$ cat src/sv/bpc_pkg.sv
package bpc_pkg;

    // Event codes carried in event_res and held as the pending event
    localparam logic [1:0] EV_NONE  = 2'd0;
    localparam logic [1:0] EV_SHORT = 2'd1;
    localparam logic [1:0] EV_LONG  = 2'd2;

    // Request kinds
    localparam logic KIND_TAKE = 1'b0;
    localparam logic KIND_PEEK = 1'b1;

    // Configuration register indexes
    localparam logic [1:0] CFG_BUTTON_BIT    = 2'd0;
    localparam logic [1:0] CFG_DEBOUNCE_TIME = 2'd1;
    localparam logic [1:0] CFG_LONG_TIME     = 2'd2;

    // Configuration reset values
    localparam logic [2:0]  BUTTON_BIT_RST    = 3'd0;
    localparam logic [15:0] DEBOUNCE_TIME_RST = 16'd25;
    localparam logic [15:0] LONG_TIME_RST     = 16'd600;

    typedef struct packed {
        logic [2:0]  button_bit;
        logic [15:0] debounce_time;
        logic [15:0] long_time;
    } t_cfg;

endpackage

$ cat src/sv/bpc_in_if.sv
interface bpc_in_if;
    logic        valid;
    logic        ready;
    logic        kind;
    logic [7:0]  port_byte;
    logic [31:0] timestamp;

    modport source (output valid, output kind, output port_byte, output timestamp,
                    input ready);
    modport sink   (input valid, input kind, input port_byte, input timestamp,
                    output ready);
endinterface

$ cat src/sv/bpc_out_if.sv
interface bpc_out_if;
    logic       valid;
    logic       ready;
    logic [1:0] event_res;
    logic       pressed;

    modport source (output valid, output event_res, output pressed, input ready);
    modport sink   (input valid, input event_res, input pressed, output ready);
endinterface

$ cat src/sv/bpc_core.sv
module bpc_core import bpc_pkg::*; (
    input  logic        i_clk,
    input  logic        i_rst_n,
    input  logic        i_step,
    input  t_cfg        i_cfg,
    input  logic        i_kind,
    input  logic [7:0]  i_port_byte,
    input  logic [31:0] i_timestamp,
    output logic [1:0]  o_event_res,
    output logic        o_pressed
);

    logic        r_last_raw;
    logic [31:0] r_change_time;
    logic        r_stable;
    logic [31:0] r_press_start;
    logic        r_long_done;
    logic [1:0]  r_pending;

    logic        n_last_raw;
    logic [31:0] n_change_time;
    logic        n_stable;
    logic [31:0] n_press_start;
    logic        n_long_done;
    logic [1:0]  n_pending;

    logic        raw;
    logic [31:0] since_change;
    logic [31:0] since_press;
    logic [1:0]  polled_event;

    // Debounce, then classify the press
    always_comb begin
        raw           = ~i_port_byte[i_cfg.button_bit];
        since_change  = i_timestamp - r_change_time;
        n_last_raw    = r_last_raw;
        n_change_time = r_change_time;
        n_stable      = r_stable;
        n_press_start = r_press_start;
        n_long_done   = r_long_done;
        polled_event  = r_pending;

        if (raw != r_last_raw) begin
            n_last_raw    = raw;
            n_change_time = i_timestamp;
        end else if (since_change >= {16'd0, i_cfg.debounce_time} && raw != r_stable) begin
            n_stable = raw;
            if (raw) begin
                n_press_start = i_timestamp;
                n_long_done   = 1'b0;
            end else if (!r_long_done) begin
                polled_event = EV_SHORT;
            end
        end

        // Fire one long event per press
        since_press = i_timestamp - n_press_start;
        if (n_stable && !n_long_done && since_press >= {16'd0, i_cfg.long_time}) begin
            n_long_done  = 1'b1;
            polled_event = EV_LONG;
        end

        // Take or keep the pending event
        if (i_kind == KIND_TAKE) begin
            o_event_res = polled_event;
            n_pending   = EV_NONE;
        end else begin
            o_event_res = EV_NONE;
            n_pending   = polled_event;
        end
        o_pressed = n_stable;
    end

    always_ff @(posedge i_clk) begin
        if (!i_rst_n) begin
            r_last_raw    <= 1'b0;
            r_change_time <= 32'd0;
            r_stable      <= 1'b0;
            r_press_start <= 32'd0;
            r_long_done   <= 1'b0;
            r_pending     <= EV_NONE;
        end else if (i_step) begin
            r_last_raw    <= n_last_raw;
            r_change_time <= n_change_time;
            r_stable      <= n_stable;
            r_press_start <= n_press_start;
            r_long_done   <= n_long_done;
            r_pending     <= n_pending;
        end
    end

endmodule

$ cat src/sv/button_press_classifier_top.sv
// Button press classifier: debounces one active-low button bit of an
// expander port byte and reports short and long presses.
//
// Channels: i_req carries one poll request (kind, port_byte, timestamp);
// o_res returns exactly one result (event_res, pressed) per request, in
// order. Both use valid/ready; a transfer happens when both are high.
// Configuration is written through i_cfg_we/i_cfg_idx/i_cfg_data (index 0
// button bit, 1 debounce time, 2 long time) by the user while the block is
// idle; the block itself does not enforce this.
//
// Pipeline: a request passes one input register, then one result register.
// Throughput: one request per cycle while the receiver is not stalling; the
// debounce and classify logic between the two registers is combinational.
//
// Reset clears the button state and pending event and loads the default
// configuration (bit 0, 25 ms debounce, 600 ms long press).
// When the receiver stalls, the result holds in the output register, one
// more request is held in the input register, and i_req.ready then drops.
module button_press_classifier_top import bpc_pkg::*; (
    input  logic        i_clk,
    input  logic        i_rst_n,
    bpc_in_if.sink      i_req,
    bpc_out_if.source   o_res,
    input  logic        i_cfg_we,
    input  logic [1:0]  i_cfg_idx,
    input  logic [15:0] i_cfg_data
);

    t_cfg        r_cfg;

    logic        r_in_valid;
    logic        r_in_kind;
    logic [7:0]  r_in_port_byte;
    logic [31:0] r_in_timestamp;

    logic        r_out_valid;
    logic [1:0]  r_out_event_res;
    logic        r_out_pressed;

    logic        out_free;
    logic        step;
    logic [1:0]  core_event_res;
    logic        core_pressed;

    assign out_free    = !r_out_valid || o_res.ready;
    assign step        = r_in_valid && out_free;
    assign i_req.ready = !r_in_valid || out_free;

    // Write configuration registers
    always_ff @(posedge i_clk) begin
        if (!i_rst_n) begin
            r_cfg.button_bit    <= BUTTON_BIT_RST;
            r_cfg.debounce_time <= DEBOUNCE_TIME_RST;
            r_cfg.long_time     <= LONG_TIME_RST;
        end else if (i_cfg_we) begin
            case (i_cfg_idx)
                CFG_BUTTON_BIT:    r_cfg.button_bit    <= i_cfg_data[2:0];
                CFG_DEBOUNCE_TIME: r_cfg.debounce_time <= i_cfg_data;
                CFG_LONG_TIME:     r_cfg.long_time     <= i_cfg_data;
                default: begin
                end
            endcase
        end
    end

    // Capture the request
    always_ff @(posedge i_clk) begin
        if (!i_rst_n) begin
            r_in_valid <= 1'b0;
        end else if (i_req.ready) begin
            r_in_valid <= i_req.valid;
        end
    end

    always_ff @(posedge i_clk) begin
        if (i_req.valid && i_req.ready) begin
            r_in_kind      <= i_req.kind;
            r_in_port_byte <= i_req.port_byte;
            r_in_timestamp <= i_req.timestamp;
        end
    end

    bpc_core u_core (
        .i_clk       (i_clk),
        .i_rst_n     (i_rst_n),
        .i_step      (step),
        .i_cfg       (r_cfg),
        .i_kind      (r_in_kind),
        .i_port_byte (r_in_port_byte),
        .i_timestamp (r_in_timestamp),
        .o_event_res (core_event_res),
        .o_pressed   (core_pressed)
    );

    // Hold the result until the receiver takes it
    always_ff @(posedge i_clk) begin
        if (!i_rst_n) begin
            r_out_valid <= 1'b0;
        end else if (out_free) begin
            r_out_valid <= r_in_valid;
        end
    end

    always_ff @(posedge i_clk) begin
        if (step) begin
            r_out_event_res <= core_event_res;
            r_out_pressed   <= core_pressed;
        end
    end

    assign o_res.valid     = r_out_valid;
    assign o_res.event_res = r_out_event_res;
    assign o_res.pressed   = r_out_pressed;

endmodule

$ cat src/flat_wrapper.sv
// flat-port wrapper written by rule: the top's interface ports become plain ports
module button_press_classifier_top_flat import bpc_pkg::*;
  (i_clk, i_rst_n, i_cfg_we, i_cfg_idx, i_cfg_data, i_req_valid, i_req_kind, i_req_port_byte, i_req_timestamp, i_req_ready, o_res_valid, o_res_event_res, o_res_pressed, o_res_ready);
  bpc_in_if i_req_i ();
  bpc_out_if o_res_i ();
  input  logic i_clk;
  input  logic i_rst_n;
  input  logic i_cfg_we;
  input  logic [1:0] i_cfg_idx;
  input  logic [15:0] i_cfg_data;
  input wire logic [$bits(i_req_i.valid)-1:0] i_req_valid;
  input wire logic [$bits(i_req_i.kind)-1:0] i_req_kind;
  input wire logic [$bits(i_req_i.port_byte)-1:0] i_req_port_byte;
  input wire logic [$bits(i_req_i.timestamp)-1:0] i_req_timestamp;
  output wire logic [$bits(i_req_i.ready)-1:0] i_req_ready;
  output wire logic [$bits(o_res_i.valid)-1:0] o_res_valid;
  output wire logic [$bits(o_res_i.event_res)-1:0] o_res_event_res;
  output wire logic [$bits(o_res_i.pressed)-1:0] o_res_pressed;
  input wire logic [$bits(o_res_i.ready)-1:0] o_res_ready;
  assign i_req_i.valid = i_req_valid;
  assign i_req_i.kind = i_req_kind;
  assign i_req_i.port_byte = i_req_port_byte;
  assign i_req_i.timestamp = i_req_timestamp;
  assign i_req_ready = i_req_i.ready;
  assign o_res_valid = o_res_i.valid;
  assign o_res_event_res = o_res_i.event_res;
  assign o_res_pressed = o_res_i.pressed;
  assign o_res_i.ready = o_res_ready;
  button_press_classifier_top u_core (.i_clk(i_clk), .i_rst_n(i_rst_n), .i_req(i_req_i), .o_res(o_res_i), .i_cfg_we(i_cfg_we), .i_cfg_idx(i_cfg_idx), .i_cfg_data(i_cfg_data));
endmodule
$ cat config.mk
export PLATFORM = sky130hd
export DESIGN_NAME = button_press_classifier_top_flat
export DESIGN_NICKNAME = d
export VERILOG_FILES = /design/src/sv/bpc_pkg.sv /design/src/sv/bpc_in_if.sv /design/src/sv/bpc_out_if.sv /design/src/sv/bpc_core.sv /design/src/sv/button_press_classifier_top.sv /design/src/flat_wrapper.sv
export SDC_FILE = /design/constraint.sdc
export NUM_CORES = 1
export LEC_CHECK = 0
export BUFFER_PORTS_ARGS = -buffer_cell sky130_fd_sc_hd__buf_2
export CORE_MARGIN = 2
export CORE_UTILIZATION = 40
export CTS_CLUSTER_DIAMETER = 150
export DETAILED_ROUTE_END_ITERATION = 16
export PLACE_DENSITY = 0.67
export SKIP_CTS_REPAIR_TIMING = 1
export SLEW_MARGIN = 20
export SYNTH_ARGS = -nofsm -noshare
export SYNTH_HDL_FRONTEND = slang
export SYNTH_HIERARCHICAL = 1
export SYNTH_SLANG_ARGS = --single-unit
$ cat constraint.sdc
create_clock -name i_clk -period 12.45 [get_ports i_clk]
set_clock_uncertainty 0.2 [all_clocks]
set_input_delay 2.49 -clock i_clk [delete_from_list [all_inputs] [get_ports i_clk]]
set_output_delay 2.49 -clock i_clk [all_outputs]
set_load 0.05 [all_outputs]
# Word level (Yosys, flattened, before mapping)
# Cells that the tools add are included.
classes:
  n_addsub: 2
  n_bitwise: 1
  n_eq_ne: 4
  n_reduce_logical: 15
  mux: 17
  n_lt_le_gt_ge: 3
op_table:
  columns: ["cell", "n"]
  rows:
  - ["two-way mux 32 bit", 3]
  - ["greater-or-equal comparator 32 x 16 -> 1 bit", 2]
  - ["subtractor 32 bit", 2]
  - ["two-way mux 2 bit", 6]
  - ["AND reduction 2 bit", 4]
  - ["two-way mux 1 bit", 7]
  - ["logical AND 1 bit", 5]
  - ["< comparator 3 x 4 -> 1 bit, second input constant", 1]
  - ["binary-select mux 1 bit (select 3 bit)", 1]
  - ["logical NOT 1 bit", 3]
  - ["equality test 2 x 1 -> 1 bit, second input constant", 1]
  - ["equality test 2 bit, second input constant", 1]
  - ["logical NOT 2 bit", 1]
  - ["logical OR 1 bit", 2]
  - ["!= test 1 bit", 2]
  - ["NOT 1 bit", 1]
totals:
  inputBits: 64
  ff_bits: 150
  word_cells: 58

# Depth between registers and ports, before layout
# Gate-level depths: netlist (run 1).
logic_depth:
  depth_word: 12
  mapped_depth: 51

# Hierarchy
# Netlist (run 1), hierarchy kept.
modules_own_cells:
  columns: ["module", "cells_per_inst", "n_inst", "area_per_inst_um2"]
  rows:
  - ["bpc_core", 1080, 1, 8000.2]
  - ["button_press_classifier_top", 192, 1, 2777.7]

# Worst setup path after synthesis (run 1)
# OpenSTA, ideal clock, no wires.
synth_path:
  path_kind: "register -> register"
  startpoint: "register u_core.r_in_timestamp[10]"
  endpoint: "register u_core.r_out_event_res[1] (netlist: u_core/o_res.event_res[1]), data pin"
  period_less_slack_ps: 9382
  path_stages_with_launch: 49
  arrival_time_ps: 8909
  path_buffers: 2
  setup_time_ps: 273
  t_required_ps: 11977
  slack_ps: 3068
  path_cell_list: "edfxtp_1 ha_1 a21o_1 a21o_1 a221o_1 a21oi_2 xnor2_1 ha_1 a21o_1 nand3_1 o2111ai_1 nor4_1 nand4_1 a2111o_1 nor4_4 nand4_2 nand2_1 clkbuf_1 [13 not listed] a22oi_1 o211ai_2 nand2_1 nand2b_1 a21oi_1 xnor2_1 ha_1 nor2b_1 o21ai_0 nand3_1 a211oi_1 o21ai_0 a31oi_1 nand4_1 a2111o_1 nor4_2 and4_1 o32ai_1"
synth_via:
  elab_chain_cells: 9
  elab_cells_between_ends: 18
  classes_between: "add/sub: 2; order compare: 2; mux: 10; reduce/logical: 4"
synth_lines:
  columns: ["item", "line", "rtl"]
  rows:
  - ["start: declaration", "button_press_classifier_top.sv:34", "logic [31:0] r_in_timestamp;"]
  - ["start signal: assignment", "button_press_classifier_top.sv:79", "r_in_timestamp <= i_req.timestamp;"]
  - ["subtractor 32 bit", "bpc_core.sv:35", "since_change = i_timestamp - r_change_time;"]
  - ["greater-or-equal comparator 32 x 16 -> 1 bit", "bpc_core.sv:46", "end else if (since_change >= {16'd0, i_cfg.debounce_time} && raw != r_stable) begin"]
  - ["logical AND 1 bit", "bpc_core.sv:46", null]
  - ["two-way mux 32 bit", "bpc_core.sv:46", null]
  - ["two-way mux 32 bit", "bpc_core.sv:43", "if (raw != r_last_raw) begin"]
  - ["named net u_core.u_core.n_press_start[0]", "bpc_core.sv:23", "logic [31:0] n_press_start;"]
  - ["subtractor 32 bit", "bpc_core.sv:57", "since_press = i_timestamp - n_press_start;"]
  - ["greater-or-equal comparator 32 x 16 -> 1 bit", "bpc_core.sv:58", "if (n_stable && !n_long_done && since_press >= {16'd0, i_cfg.long_time}) begin"]
  - ["logical AND 1 bit", "bpc_core.sv:58", null]
  - ["two-way mux 2 bit", "bpc_core.sv:58", null]
  - ["end signal: assignment", "button_press_classifier_top.sv:106", "r_out_event_res <= core_event_res;"]
  - ["end: declaration", "button_press_classifier_top.sv:37", "logic [1:0] r_out_event_res;"]
# The timed path passes the listed nets, and every way through them passes these cells.
# A chain may end at the register's enable or synchronous reset.

# Final worst setup path (run 1)
layout_path:
  startpoint: "register u_core.r_in_timestamp[10]"
  endpoint: "register u_core.r_out_event_res[1] (netlist: u_core/o_res.event_res[1]), data pin"
layout_via:
  elab_chain_cells: 9
  elab_cells_between_ends: 18
  classes_between: "add/sub: 2; order compare: 2; mux: 10; reduce/logical: 4"
layout_lines:
  columns: ["item", "line"]
  rows:
  - ["subtractor 32 bit", "bpc_core.sv:35"]
  - ["greater-or-equal comparator 32 x 16 -> 1 bit", "bpc_core.sv:46"]
  - ["logical AND 1 bit", "bpc_core.sv:46"]
  - ["two-way mux 32 bit or two-way mux 1 bit (tied branches)", "bpc_core.sv:46"]
  - ["two-way mux 32 bit or two-way mux 1 bit (tied branches)", "bpc_core.sv:43"]
  - ["subtractor 32 bit or logical NOT 1 bit (tied branches)", "bpc_core.sv:57, bpc_core.sv:58"]
  - ["greater-or-equal comparator 32 x 16 -> 1 bit or logical AND 1 bit (tied branches)", "bpc_core.sv:58"]
  - ["logical AND 1 bit", "bpc_core.sv:58"]
  - ["two-way mux 2 bit *", "bpc_core.sv:58"]
# Every way passes the cells marked *; elsewhere a longest branch is shown, timed or not.

==> flow_summary.json, run 1 <==
{
  "outcome": "complete, no violations",
  "post-route-drc-count": 0,
  "start_kind": "register",
  "cts_buffer_depth": 2,
  "cts.clk_slew.worst_paths_ps": 70,
  "die_w_um": 168,
  "layout_commonest_cell": "nand2_1",
  "met3_wirelength_mm": 1.05,
  "drv_cap": 0,
  "wl_per_cell_um": 17.7,
  "max_slew_margin_pct": 31.8,
  "viasPerCell": 5.66,
  "grt_pass1_vias": 9129,
  "grtUsageTotal_pct": 21.0,
  "grt_pass1_wl_mm": 47.5,
  "power.switching_mw": 0.481,
  "gp_congestion": 0.910,
  "critical_path_required_ps": 12400,
  "synth_edf_count": 44,
  "p_clk_share_pct": 37.5,
  "fmax_mhz": 96.6,
  "finalSetupViolations": 0,
  "seqPwrFrac_pct": 36.9,
  "cts_tree": "built",
  "fillers": 2606,
  "async_reset_ff_share_pct": 0,
  "clock_sinks": 150,
  "tns_ps": 0,
  "tightest_slew_ps": 1020,
  "synthTopCellsByArea": "dfxtp_1 (20%), edfxtp_1 (12%), ha_1 (11%), nand2_1 (6.9%), mux2i_1 (6.2%)",
  "num_antenna_cells": 0,
  "cts_buffers": 17,
  "switching_share_pct": 32.4,
  "fin_nets": 1458,
  "hold_viol": 0,
  "slowest_stage": "edfxtp_1",
  "arrival_ps": 10310,
  "dieArea_um2": 28300,
  "drt-met1-wl_mm": 13.6,
  "yosysTopAreaCell": "dfxtp_1",
  "cp-end-kind": "register",
  "grt_overflow": 0,
  "syn_area_per_cell_um2": 8.47,
  "start_util_pct": 40.3,
  "vias": 9367,
  "power_density_nw_per_um2": 124,
  "drv_slew": 0,
  "area_growth_pct": 11.1,
  "drive_gt1_share_pct": 10.8,
  "finalPower_mw": 1.48,
  "hpwlAfterDp_mm": 22.8,
  "cts_max_level": 4,
  "max_stage_delay_ps": 490,
  "root_buffer": "clkbuf_16",
  "ys.flop_type": "dfxtp_1",
  "syn-instance-count": 1272,
  "p_comb_share_pct": 25.6,
  "worst_hold_path_type": "register to register",
  "yosysSeqAreaShare_pct": 31.9,
  "drt_iter0_drc": 667,
  "yosysUniqueCellTypes": 86,
  "finalCritPeriodShare_pct": 83.2,
  "fp.dieH_um": 168,
  "port_buffers": 68,
  "fin_crit_ps": 10360,
  "coreArea_um2": 26700,
  "dr_wl_met2_mm": 13.8,
  "place_ws_ps": 2250,
  "design_area_um2": 12000,
  "wl_mm": 29.3,
  "leakagePower_nw": 5.09,
  "synth_top_area_share_pct": 19.7,
  "cp_max_fo": 30,
  "worst-setup-path-type": "register to register",
  "crit_top_cell": "a21o_1",
  "grt_max_degree": 103,
  "final_cell_mix": "nand2_1 (198), dfxtp_1 (106), inv_1 (98)",
  "drtPass1Iterations": 5,
  "rsz0062_at_grt": "false",
  "drtAntennaViolNets": 0,
  "row_count": 60,
  "ir_drop_v": 0.0000631,
  "clk_latency_ps": 430,
  "antenna_found_initial": 0,
  "syn_nets": 1429,
  "top_layer_used": "met4",
  "ys_ff_latch": 150,
  "ys_warn_count": 6,
  "layout_setup_ws_ps": 2090,
  "synth_area_um2": 10800,
  "place_area_um2": 11300,
  "io_pins": 69,
  "cellInternalPower_mw": 1.00
}
## final cells by class
type                    count  area [um2]  area share [%]
multi-input cells         960        6720            56.1
flip-flops and latches    150        3440            28.8
well taps                 341         427            3.56
clock buffers              17         425            3.55
repair buffers             74         388            3.24
inverters                  98         368            3.07
clock inverters            15         204            1.70
## worst max-delay path: cells and delay by family, from the launching register on
kind | cells | cell delay, ps
buffers and inverters | 1 | 470
XOR/XNOR | 2 | 300
adder cells (fa/ha/maj) | 4 | 1410
AND/OR/NAND/NOR | 13 | 2460
flip-flops | 1 | 490
AO/OA/AOI/OAI | 24 | 4750
## power groups by stage
stage | Combinational (mW) | Sequential [mW] | Clock, mW
3_5_place_dp | 0.373 | 0.558 | 0
6_report | 0.380 | 0.548 | 0.557
2_1_floorplan | 0.282 | 0.552 | 0
4_1_cts | 0.376 | 0.548 | 0.567
3_3_place_gp | 0.368 | 0.558 | 0
5_1_grt | 0.423 | 0.551 | 0.590
## cell usage after synthesis, drive strengths merged (17+ instances only)
cell type	count
nand4	20
mux2i	67
buf	19
nor2b	26
inv	98
a21oi	88
nand2	200
ha	91
xnor2	26
nand3	25
o21ai	55
clkbuf	45
dfxtp	106
nor3	17
a21boi	36
o211a	27
edfxtp	44
a21o	33
nor2	55
## metrics by stage
stage | hold WS (ps) | std cells | util (%)
6_report | 263 | 1655 | 44.8
3_3_place_gp | 246 | 1623 | 42.5
3_5_place_dp | 248 | 1623 | 42.5
2_1_floorplan | 235 | 1272 | -
5_1_grt | 271 | 1655 | 44.8
4_1_cts | 262 | 1655 | 44.8
## routing by layer
metal  GRT usage (%)  up-vias
met3            2.75       43
met5               0        -
li1                -     4622
met2            35.0      189
met1            27.7     4513
met4            8.17        0
## state kept, by name, indices dropped and copies added, names as in the netlist, 2 cells and up
register	flops
u_core/u_core/r_pending	2
u_core/o_res.event_res	2
u_core/u_core/r_press_start	32
u_core/u_core/r_change_time	32
u_core/r_in_port_byte	8
u_core/r_in_timestamp	32
u_core/r_cfg	35
## kinds of logic (layout without fill, tap and decap cells)
family | count (synthesis) | count (layout) | synth area share, %
compound gates | 342 | 342 | 22.4
xor+xnor | 42 | 42 | 3.41
fa+ha+maj | 96 | 96 | 11.2
buf+inv | 162 | 204 | 5.89
flops | 150 | 150 | 31.9
mux | 70 | 70 | 6.74
simple gates | 410 | 410 | 18.4
## final timing paths
path                                         endpoint                                 from  cells after the start  slack (ps)
hold / removal           u_core/r_cfg[2]$_SDFFE_PN0P_         u_core/r_cfg[2]$_SDFFE_PN0P_                      2         260
setup reg to reg  u_core/o_res.event_res[1]$_DFFE_PP_  u_core/r_in_timestamp[10]$_DFFE_PP_                     44        2090
hold reg to reg          u_core/r_cfg[2]$_SDFFE_PN0P_         u_core/r_cfg[2]$_SDFFE_PN0P_                      2         260
setup / recovery  u_core/o_res.event_res[1]$_DFFE_PP_  u_core/r_in_timestamp[10]$_DFFE_PP_                     44        2090
(Power assumes the default switching activity.)
==> run 2, diff against run 1 <==
ABC_AREA = 1   (was not set)
clock period = 10.2 ns   (was 12.45 ns; I/O delays follow)
==> run 2 against run 1 <==
Cell count increased by 29%. Power increased by 30%. Combinational power increased by 59%. Die area increased by 4.5%. Hold slack got worse by 8.4 ps. Setup slack improved by 48 ps. Largest power group is now sequential cells.
==> flow_summary.json, run 2 <==
{
  "startpoint": "u_core/r_in_timestamp[7]$_DFFE_PP_",
  "drt_iter0_drc": 608,
  "ys.flop_type": "dfxtp_1",
  "cts.clk_slew.worst_paths_ps": 70,
  "cts_buffers": 17,
  "synth_area_um2": 11300,
  "layout_commonest_cell": "nand2_1",
  "finalSetupViolations": 0,
  "row_count": 61,
  "finalCritPeriodShare_pct": 79.0,
  "antenna_found_initial": 0,
  "layout_setup_ws_ps": 2140,
  "synth_edf_count": 44,
  "fin_crit_ps": 8060,
  "drive_gt1_share_pct": 9.01,
  "dieArea_um2": 29500,
  "yosysUniqueCellTypes": 48,
  "area_growth_pct": 11.2,
  "drtPass1Iterations": 6,
  "finalPower_mw": 1.93,
  "wl_per_cell_um": 13.9,
  "path_depth": 45,
  "critPathTopFamily": "simple AND/OR/NAND/NOR gates",
  "cp-end-kind": "register",
  "worst-path-buf-inv": 1,
  "grt_max_degree": 100,
  "fin_cells": 2131,
  "drv_cap": 0,
  "dp.cells": 2099,
  "syn_area_per_cell_um2": 6.69,
  "use_met2_pct": 34.6,
  "crit_path_end": "u_core/o_res.event_res[1]$_DFFE_PP_",
  "ir_drop_v": 0.0000878,
  "ys_ff_latch": 150,
  "max_slew_margin_pct": 33.4,
  "tightest_slew_ps": 999,
  "syn_nets": 1843,
  "hold_ws_ps": 254,
  "die_w_um": 172,
  "yosysSeqAreaShare_pct": 30.5,
  "yosysTopAreaCell": "dfxtp_1",
  "grt.busiest_layer": "met2",
  "port_buffers": 68,
  "grt_pass1_wl_mm": 47.9,
  "yosysMostFrequentCell": "nand2_1",
  "cts_tree": "built",
  "place_area_um2": 11900,
  "arrival_ps": 8050,
  "wl_mm": 29.7,
  "design_area_um2": 12500,
  "rsz0062_at_grt": "false",
  "leakagePower_nw": 6.58,
  "clk_latency_ps": 430,
  "async_reset_ff_share_pct": 0,
  "hpwlAfterDp_mm": 23.6,
  "cts_buffer_depth": 2,
  "regMostFlops": "u_core/r_cfg",
  "ys_warn_count": 6,
  "max_stage_delay_ps": 550,
  "cts_max_level": 4,
  "syn-instance-count": 1686,
  "tns_ps": 0,
  "synthTopCellsByArea": "dfxtp_1 (19%), nand2_1 (16%), edfxtp_1 (12%), inv_1 (11%), ha_1 (10%)",
  "use_met3_pct": 3.32,
  "start_kind": "register",
  "largest_reg_flops": 35,
  "grt_pass1_vias": 9745,
  "slowest_stage": "nand3_4",
  "drv_slew": 0,
  "start_util_pct": 40.6,
  "synth_commonest_cells": "nand2_1 (488), inv_1 (322), nor2_1 (146)",
  "crit_top_cell": "nand2_1",
  "grtUsageMet1_pct": 26.9,
  "coreArea_um2": 27800,
  "worst-setup-path-type": "register to register",
  "critical_path_required_ps": 10190,
  "hold_viol": 0,
  "ff2ff_path_depth": 45,
  "r2r_start": "u_core/r_in_timestamp[7]$_DFFE_PP_",
  "worst_hold_path_type": "register to register",
  "num_antenna_cells": 0,
  "drtAntennaViolNets": 0,
  "fp.dieH_um": 172,
  "vias": 10474,
  "cp_max_fo": 49,
  "power_density_nw_per_um2": 154,
  "post-route-drc-count": 0,
  "fmax_mhz": 124,
  "grtUsageTotal_pct": 20.8,
  "place_ws_ps": 2200,
  "fin_nets": 1897,
  "synth_top_area_share_pct": 18.8,
  "viasPerCell": 4.92,
  "r2r-end": "u_core/o_res.event_res[1]$_DFFE_PP_",
  "clock_sinks": 150,
  "reg2reg_slack_ps": 2140,
  "gp_congestion": 0.907,
  "final_util_pct": 45.1,
  "grt_overflow": 0,
  "outcome": "complete, no violations",
  "final_cell_mix": "nand2_1 (487), inv_1 (321), nor2_1 (146)",
  "root_buffer": "clkbuf_16",
  "io_pins": 69,
  "fillers": 2913
}
[run 2: power breakdown]
part / switching, mW / total (mW) / internal [mW]
Sequential: 0.0265 / 0.681 / 0.654
Combinational: 0.385 / 0.604 / 0.218
Clock: 0.256 / 0.648 / 0.392
[run 2: worst min-delay path by stage]
stage | start | to | slack [ps] | cells after the start
global placement | u_core/u_core/r_change_time[14]$_SDFFE_PN0P_ | u_core/u_core/r_change_time[14]$_SDFFE_PN0P_ | 240 | 2
finish | u_core/u_core/r_change_time[20]$_SDFFE_PN0P_ | u_core/u_core/r_change_time[20]$_SDFFE_PN0P_ | 250 | 2
detailed placement | u_core/u_core/r_change_time[17]$_SDFFE_PN0P_ | u_core/u_core/r_change_time[17]$_SDFFE_PN0P_ | 250 | 2
floorplan | u_core/u_core/r_change_time[10]$_SDFFE_PN0P_ | u_core/u_core/r_change_time[10]$_SDFFE_PN0P_ | 230 | 2
CTS | u_core/u_core/r_change_time[17]$_SDFFE_PN0P_ | u_core/u_core/r_change_time[17]$_SDFFE_PN0P_ | 260 | 2
global route | u_core/u_core/r_change_time[6]$_SDFFE_PN0P_ | u_core/u_core/r_change_time[6]$_SDFFE_PN0P_ | 280 | 2
[run 2: area by class of cell]
class	count	area [um2]	share of cell area, %
clock buffer	21	450	3.59
clock inverter	11	149	1.19
inverter	328	1230	9.83
multi-input combinational	1172	6420	51.2
sequential	150	3440	27.5
tap	378	473	3.77
timing repair buffer	71	363	2.90
[run 2: cell families (layout without fill, tap and decap cells)]
kind of cell               Yosys count  count (layout)  synth area share (%)
and+or+nand+nor                    789             789                  30.2
buffers and inverters              364             431                  12.6
AOI/OAI and AO/OA                  233             233                  11.5
DFF                                150             150                  30.5
adders and majority gates           93              93                  10.5
xor gates and xnor gates            31              31                  2.41
muxes                               26              26                  2.31
[run 2: per-layer routing]
| layer | up-vias | wire length (um) |
|---|---|---|
| met5 | - | 0 |
| met4 | 0 | 876 |
| met3 | 59 | 1360 |
| met2 | 215 | 13900 |
| met1 | 4778 | 13600 |
| li1 | 5422 | - |
[run 2: worst register-to-register path: cells and delay by family, from the launching register on]
kind	cells	cell delay [ps]
AO/OA/AOI/OAI	10	1910
XOR/XNOR	2	330
adder cells (fa/ha/maj)	4	1290
buffers and inverters	1	240
flip-flops	1	460
AND/OR/NAND/NOR	28	3400
